--- src/rtl/rotary_knob_decoder_top_macros.svh ---
// ----------------------------------------------------------------------------
// Rotary knob decoder assertion macros
// Clocked property checks on clk; they can be compiled out as a group.
// ----------------------------------------------------------------------------
`ifndef ROTARY_KNOB_DECODER_TOP_MACROS_SVH
`define ROTARY_KNOB_DECODER_TOP_MACROS_SVH

`ifndef NO_ASSERTIONS

// check while out of reset
`define RKD_ASSERT(lbl, prop) \
  lbl: assert property (@(posedge clk) disable iff (!rst_n) prop) \
    else $error("rotary knob decoder: property violated");

// check on every edge, reset included
`define RKD_ASSERT_ALWAYS(lbl, prop) \
  lbl: assert property (@(posedge clk) prop) \
    else $error("rotary knob decoder: property violated");

`else

`define RKD_ASSERT(lbl, prop)
`define RKD_ASSERT_ALWAYS(lbl, prop)

`endif

`endif

--- src/rtl/rkd_pkg.sv ---
// ----------------------------------------------------------------------------
// Rotary knob decoder package
// Item kinds, quadrature step table, press queue handshake types.
// ----------------------------------------------------------------------------
package rkd_pkg;

  localparam int PRESS_QUEUE_DEPTH_DEF = 8;

  localparam int POS_W   = 8;
  localparam int PRESS_W = 16;

  localparam logic [1:0] KIND_SCAN       = 2'd0;
  localparam logic [1:0] KIND_READ_MOVE  = 2'd1;
  localparam logic [1:0] KIND_POP_PRESS  = 2'd2;

  localparam logic [PRESS_W-1:0] HOLD_MAX = '1;

  // index is {last A, last B, new A, new B}
  localparam logic [POS_W-1:0] QUAD_STEP [16] = '{
    8'h00, 8'hFF, 8'h01, 8'h00,
    8'h01, 8'h00, 8'h00, 8'hFF,
    8'hFF, 8'h00, 8'h00, 8'h01,
    8'h00, 8'h01, 8'hFF, 8'h00
  };

  typedef struct packed {
    logic push;
    logic pop;
  } rkd_fifo_req_t;

  typedef struct packed {
    logic empty;
    logic full;
  } rkd_fifo_status_t;

endpackage

--- src/rtl/rkd_press_fifo.sv ---
// ----------------------------------------------------------------------------
// Press length queue
// Circular buffer of press lengths with a registered show-ahead head word.
// ----------------------------------------------------------------------------
`include "rotary_knob_decoder_top_macros.svh"

module rkd_press_fifo #(
  parameter int DEPTH = rkd_pkg::PRESS_QUEUE_DEPTH_DEF
) (
  input  logic                             clk,
  input  logic                             rst_n,
  input  rkd_pkg::rkd_fifo_req_t           req,
  input  logic [rkd_pkg::PRESS_W-1:0]      wr_data,
  output logic [rkd_pkg::PRESS_W-1:0]      rd_data,
  output rkd_pkg::rkd_fifo_status_t        status
);
  import rkd_pkg::*;

  localparam int AW = (DEPTH > 1) ? $clog2(DEPTH) : 1;
  localparam int SW = AW + 1;
  localparam int FW = $clog2(DEPTH + 1);

  logic [PRESS_W-1:0] mem [DEPTH];
  logic [PRESS_W-1:0] rd_data_r;
  logic [AW-1:0]      head_r, head_nxt;
  logic [FW-1:0]      fill_r, fill_nxt;
  logic [SW-1:0]      wr_sum;
  logic [AW-1:0]      wr_addr;
  logic               wr_en;

  assign status.empty = (fill_r == '0);
  assign status.full  = (fill_r == FW'(DEPTH));
  assign wr_en        = req.push && !status.full;
  assign wr_sum       = {1'b0, head_r} + SW'(fill_r);
  assign wr_addr      = (wr_sum >= SW'(DEPTH)) ? AW'(wr_sum - SW'(DEPTH)) : AW'(wr_sum);
  assign rd_data      = rd_data_r;

  always_comb begin
    head_nxt = head_r;
    fill_nxt = fill_r;
    if (req.pop && !status.empty) begin
      head_nxt = (head_r == AW'(DEPTH - 1)) ? '0 : head_r + 1'b1;
      fill_nxt = fill_r - 1'b1;
    end
    if (wr_en) begin
      fill_nxt = fill_nxt + 1'b1;
    end
  end

  always_ff @(posedge clk) begin
    if (!rst_n) begin
      head_r <= '0;
      fill_r <= '0;
    end else begin
      head_r <= head_nxt;
      fill_r <= fill_nxt;
    end
  end

  // forward a write that lands on the next head
  always_ff @(posedge clk) begin
    if (wr_en) begin
      mem[wr_addr] <= wr_data;
    end
    rd_data_r <= (wr_en && (wr_addr == head_nxt)) ? wr_data : mem[head_nxt];
  end

  `RKD_ASSERT(a_fill_bound, fill_r <= FW'(DEPTH))
  `RKD_ASSERT(a_pop_empty_holds, (req.pop && status.empty && !req.push) |=> $stable(fill_r))
  `RKD_ASSERT(a_push_full_holds, (req.push && status.full && !req.pop) |=> $stable(fill_r))

endmodule

--- src/rtl/rotary_knob_decoder_top.sv ---
// ----------------------------------------------------------------------------
// Rotary knob decoder
// Quadrature knob position tracking with push button press timing.
//
//   channel  direction  handshake          beat contents
//   in       input      in_valid/in_stall  kind, pin_a, pin_b, button_level
//   out      output     out_valid/out_stall movement, press_length, press_dropped
//
// One item per cycle while out_stall is low; an input beat passes through the
// input register, then the state update into the result register.
// rst_n is synchronous; no clearing pass, the press queue is usable at once.
// in_stall rises only when the input register is full and the result
// register is held by out_stall.
// ----------------------------------------------------------------------------
`include "rotary_knob_decoder_top_macros.svh"

module rotary_knob_decoder_top #(
  parameter int PRESS_QUEUE_DEPTH = rkd_pkg::PRESS_QUEUE_DEPTH_DEF
) (
  input  logic                               clk,
  input  logic                               rst_n,
  input  logic                               in_valid,
  output logic                               in_stall,
  input  logic [1:0]                         in_kind,
  input  logic                               in_pin_a,
  input  logic                               in_pin_b,
  input  logic                               in_button_level,
  output logic                               out_valid,
  input  logic                               out_stall,
  output logic signed [rkd_pkg::POS_W-1:0]   out_movement,
  output logic [rkd_pkg::PRESS_W-1:0]        out_press_length,
  output logic                               out_press_dropped
);
  import rkd_pkg::*;

  logic               a_valid_r;
  logic [1:0]         a_kind_r;
  logic               a_pin_a_r;
  logic               a_pin_b_r;
  logic               a_button_r;

  logic [1:0]         last_pins_r, last_pins_nxt;
  logic [POS_W-1:0]   position_r, position_nxt;
  logic [PRESS_W-1:0] hold_count_r, hold_count_nxt;

  logic               out_valid_r;
  logic [POS_W-1:0]   movement_r, movement_nxt;
  logic [PRESS_W-1:0] press_length_r, press_length_nxt;
  logic               dropped_r, dropped_nxt;

  logic               advance;
  logic               fire;
  logic [3:0]         quad_idx;
  logic [PRESS_W-1:0] fifo_rd_data;
  rkd_fifo_req_t      fifo_req;
  rkd_fifo_status_t   fifo_status;

  assign advance  = !out_valid_r || !out_stall;
  assign fire     = a_valid_r && advance;
  assign in_stall = a_valid_r && !advance;
  assign quad_idx = {last_pins_r, a_pin_a_r, a_pin_b_r};

  always_ff @(posedge clk) begin
    if (!rst_n) begin
      a_valid_r <= 1'b0;
    end else if (!in_stall) begin
      a_valid_r <= in_valid;
    end
  end

  always_ff @(posedge clk) begin
    if (!in_stall && in_valid) begin
      a_kind_r   <= in_kind;
      a_pin_a_r  <= in_pin_a;
      a_pin_b_r  <= in_pin_b;
      a_button_r <= in_button_level;
    end
  end

  always_comb begin
    last_pins_nxt    = last_pins_r;
    position_nxt     = position_r;
    hold_count_nxt   = hold_count_r;
    movement_nxt     = '0;
    press_length_nxt = '0;
    dropped_nxt      = 1'b0;
    fifo_req         = '0;
    unique case (a_kind_r)
      KIND_SCAN: begin
        position_nxt  = position_r + QUAD_STEP[quad_idx];
        last_pins_nxt = quad_idx[1:0];
        if (a_button_r) begin
          if (hold_count_r != '0) begin
            fifo_req.push  = fire;
            dropped_nxt    = fifo_status.full;
            hold_count_nxt = '0;
          end
        end else if (hold_count_r != HOLD_MAX) begin
          hold_count_nxt = hold_count_r + 1'b1;
        end
      end
      KIND_READ_MOVE: begin
        movement_nxt = position_r;
        position_nxt = '0;
      end
      KIND_POP_PRESS: begin
        fifo_req.pop = fire;
        if (!fifo_status.empty) begin
          press_length_nxt = fifo_rd_data;
        end
      end
      default: begin
      end
    endcase
  end

  rkd_press_fifo #(
    .DEPTH (PRESS_QUEUE_DEPTH)
  ) u_press_fifo (
    .clk     (clk),
    .rst_n   (rst_n),
    .req     (fifo_req),
    .wr_data (hold_count_r),
    .rd_data (fifo_rd_data),
    .status  (fifo_status)
  );

  always_ff @(posedge clk) begin
    if (!rst_n) begin
      last_pins_r  <= '0;
      position_r   <= '0;
      hold_count_r <= '0;
    end else if (fire) begin
      last_pins_r  <= last_pins_nxt;
      position_r   <= position_nxt;
      hold_count_r <= hold_count_nxt;
    end
  end

  always_ff @(posedge clk) begin
    if (!rst_n) begin
      out_valid_r <= 1'b0;
    end else if (advance) begin
      out_valid_r <= a_valid_r;
    end
  end

  always_ff @(posedge clk) begin
    if (fire) begin
      movement_r     <= movement_nxt;
      press_length_r <= press_length_nxt;
      dropped_r      <= dropped_nxt;
    end
  end

  assign out_valid         = out_valid_r;
  assign out_movement      = movement_r;
  assign out_press_length  = press_length_r;
  assign out_press_dropped = dropped_r;

  `RKD_ASSERT(a_stall_needs_item, in_stall |-> a_valid_r)
  `RKD_ASSERT(a_drop_only_on_scan, (fire && a_kind_r != KIND_SCAN) |=> !out_press_dropped)
  `RKD_ASSERT(a_read_clears_position, (fire && a_kind_r == KIND_READ_MOVE) |=> (position_r == '0))

endmodule
--- config.mk ---
export PLATFORM = sky130hd
export DESIGN_NAME = rotary_knob_decoder_top
export DESIGN_NICKNAME = d
export VERILOG_FILES = /design/src/rtl/rkd_pkg.sv /design/src/rtl/rkd_press_fifo.sv /design/src/rtl/rotary_knob_decoder_top.sv
export VERILOG_INCLUDE_DIRS = /design/src /design/src/rtl
export SDC_FILE = /design/constraint.sdc
export NUM_CORES = 1
export LEC_CHECK = 0
export BUFFER_PORTS_ARGS = -buffer_cell sky130_fd_sc_hd__buf_2
export CORE_MARGIN = 2
export CORE_UTILIZATION = 61
export DETAILED_ROUTE_END_ITERATION = 10
export PLACE_DENSITY = 0.79
export RECOVER_POWER = 50
export SETUP_SLACK_MARGIN = 0.1
export SLEW_MARGIN = 20
export SYNTH_ARGS = -nofsm -noshare
export SYNTH_HDL_FRONTEND = slang
export SYNTH_SLANG_ARGS = --single-unit
export TNS_END_PERCENT = 10
--- constraint.sdc ---
create_clock -name clk -period 4.25 [get_ports clk]
set_clock_uncertainty 0.1 [all_clocks]
set_input_delay 0.85 -clock clk [delete_from_list [all_inputs] [get_ports clk]]
set_output_delay 0.85 -clock clk [all_outputs]
set_load 0.01 [all_outputs]
==> flow_metrics.tcl <==
set metrics [dict create \
    vias_per_cell 5.96 \
    cts_buffer_depth 2 \
    crit_required_ns 4.52 \
    start_util 0.618 \
    relSlewSlack -0.136 \
    end_kind "register" \
    area_growth_pct 13.3 \
    timing.final.ws_setup_ns 0.904 \
    clk_pin_slew_worst_paths_ns 0.07 \
    dominantRegCellSynth "edfxtp_1" \
    cp_cell_sequence "clkbuf_1 > a21bo_1 > inv_1 > clkbuf_1 > nand2b_1 > nor4_1 > a21oi_1 > nor2_1" \
    setup_viol 0 \
    cts_setup_buffers 0 \
    clock-sinks 196 \
    min_period_over_period 0.787 \
    overflow 0 \
    slew_violations 27 \
    num-fill-cells 847 \
    placedCellCount 719 \
    timing_worst_slew_pin_value_ns 1.70 \
    hold_ws_ns 0.395 \
    power_density_mw_per_mm2 414 \
    hold_path.class "register to register" \
    critPathMaxFanout 26 \
    dp_hpwl_mm 10.1 \
    io_buffer_count 35 \
    grtUsageTotal 0.245 \
    post_dp_cell_area_sq_mm 0.00861 \
    cts_tree "done" \
    io_pins 36 \
    firstDrtPassIters 5 \
    syn_avg_cell_area_sq_um 15.9 \
    multi_input_area_sq_mm 0.00251 \
    finalInstanceArea_sq_mm 0.00920 \
    grt_pass1_vias 4710 \
    holdBufCountCts 0 \
    grt_start_max_net_pins 33 \
    synth_edf_count 158 \
    violations "capacitance limit, slew limit" \
    start_kind "input port" \
    drc_errors 0 \
    synthCells 511 \
    syn_nets 541 \
    critPathKind "input port to register" \
    fin_util 0.700 \
    dieArea_sq_mm 0.0142 \
    die_w_um 119 \
    drt_wl_total_mm 16.1 \
    ant_nets 0 \
    cts_buffers 17 \
    drive_gt1_frac 0.209 \
    antenna_found_initial 0 \
    cpMostUsedCell "clkbuf_1" \
    die_h_um 119 \
    async_reset_ff_frac 0 \
    wl_per_cell_um 21.4 \
    rows 42 \
    seq_area_frac_synth 0.678 \
    ys_warn_count 0 \
    drtIter0Drc 368 \
    setup_tns_ns 0 \
    rsz0062_at_grt "no" \
    seqCellArea_sq_mm 0.00551 \
    netlist_area_sq_mm 0.00812 \
    arrival_ns 3.62 \
    pre_cts_slack_ns 1.15 \
    fmax_mhz 299 \
    period_needed_ns 3.35 \
    final_cell_count_no_fill 751 \
    slowest_delay_ns 1.24 \
    hold_viol_final 0 \
    drv_cap 1 \
    num_vias 4474 \
    grt_pass1_wl_mm 25.7 \
    core_sq_mm 0.0131 \
    cts-root-buf "clkbuf_16" \
    crit_slowest_cell "clkbuf_1" \
    ir_worst_vdd_v 0.000282 \
    status "finished, violations left" \
    insertion_delay_ns 0.44 \
    finalPower_mw 3.81 \
    postCtsResizedCells 0 \
    htree_levels 4 \
    synth_seq_cells 196 \
    diodes 0 \
    num-nets-final 592 \
    gp_congestion 0.825 \
    synth_cell_type_count 52 \
    leakage_nw 3.09 \
]
[path summary, 6_finish.rpt]
path                                    start             to  slack (ns)  cells past startpoint
worst min register to register  position_r[4]  position_r[4]        0.40                      2
worst max register to register      a_valid_r  position_r[2]        1.05                      7
worst min-delay path            position_r[4]  position_r[4]        0.40                      2
worst max-delay path                out_stall  position_r[2]        0.90                      8
[worst max-delay path, delay by kind of cell]
kind	cells	cell delay, ns
AO/OA/AOI/OAI	2	0.33
buffers and inverters	3	1.43
AND/OR/NAND/NOR	3	1.01
[synth_stat cells (2+ instances only)]
cell / count / area share
o31ai_1: 2 / 0.0018
nor3_1: 7 / 0.0043
mux4_2: 33 / 0.092
dfxtp_1: 38 / 0.094
clkbuf_1: 10 / 0.0046
nand3b_1: 4 / 0.0037
nor3b_1: 2 / 0.0018
a22oi_1: 3 / 0.0028
o21ai_0: 7 / 0.0043
nand3_4: 2 / 0.0043
nor2_1: 47 / 0.022
buf_2: 6 / 0.0037
nand4_1: 6 / 0.0046
nor4_1: 7 / 0.0054
fa_1: 2 / 0.0049
a21oi_1: 14 / 0.0086
edfxtp_1: 158 / 0.58
nand3_1: 9 / 0.0055
xnor2_1: 14 / 0.015
o21a_1: 3 / 0.0028
and3_1: 3 / 0.0023
or3_1: 5 / 0.0039
xor2_1: 11 / 0.012
inv_1: 17 / 0.0079
and4_1: 3 / 0.0032
mux2i_1: 18 / 0.022
nor2b_1: 6 / 0.0046
nand2b_1: 2 / 0.0015
and2_1: 12 / 0.0092
nand2_1: 19 / 0.0088
mux2_2: 2 / 0.0028
ha_1: 19 / 0.029
[sequential cells by signal (all words and copies together), names as in the netlist, named ones only]
signal               cells
u_press_fifo.head_r      3
hold_count_r            16
a_pin_a_r                1
u_press_fifo.fill_r      4
a_valid_r                1
a_kind_r                 2
out_press_length        16
u_press_fifo.mem       128
out_valid                1
position_r               8
a_button_r               1
out_press_dropped        1
a_pin_b_r                1
out_movement             8
last_pins_r              2
[area by class of cell]
class / instances / share of cell area
flip-flops and latches: 196 / 0.599
multi-input cells: 281 / 0.272
clock buffers: 17 / 0.0462
repair buffers: 49 / 0.0309
well taps: 176 / 0.0239
clock inverters: 15 / 0.0209
inverters: 17 / 0.00694
[cells by family (layout without fill, tap and decap cells)]
family | Yosys count | count (layout) | synth area share
flip-flops | 196 | 196 | 0.678
buffers and inverters | 34 | 98 | 0.0166
multiplexers | 53 | 53 | 0.117
XOR/XNOR | 25 | 25 | 0.0270
AO/OA/AOI/OAI | 37 | 37 | 0.0293
adder cells (fa/ha/maj) | 21 | 21 | 0.0342
AND/OR/NAND/NOR | 145 | 145 | 0.0980
[layer usage]
layer  GRT usage  wire, um
met5           0         0
met4       0.118       541
met3      0.0450       695
met2       0.416      8320
met1       0.305      6500
[placed cells by master, fill, tap and decap left out, types with 6 or more instances in the layout]
master / n
edfxtp_1: 158
nor2_1: 47
dfxtp_1: 36
mux4_2: 33
buf_2: 21
nand2_1: 19
ha_1: 19
mux2i_1: 18
inv_1: 17
clkbuf_16: 17
clkbuf_1: 15
xnor2_1: 14
a21oi_1: 14
xor2_1: 11
buf_4: 11
nand3_1: 9
and2_0: 7
o21ai_0: 7
nor2b_1: 6
nand4_1: 6
[power breakdown]
part / leakage (nW) / switching (mW) / internal [mW] / total [mW]
Clock: 0.302 / 0.725 / 0.944 / 1.67
Combinational: 0.957 / 0.0442 / 0.0229 / 0.0671
Sequential: 1.83 / 0.00770 / 2.06 / 2.07
Total: 3.09 / 0.777 / 3.03 / 3.81
(Power assumes the default switching activity.)
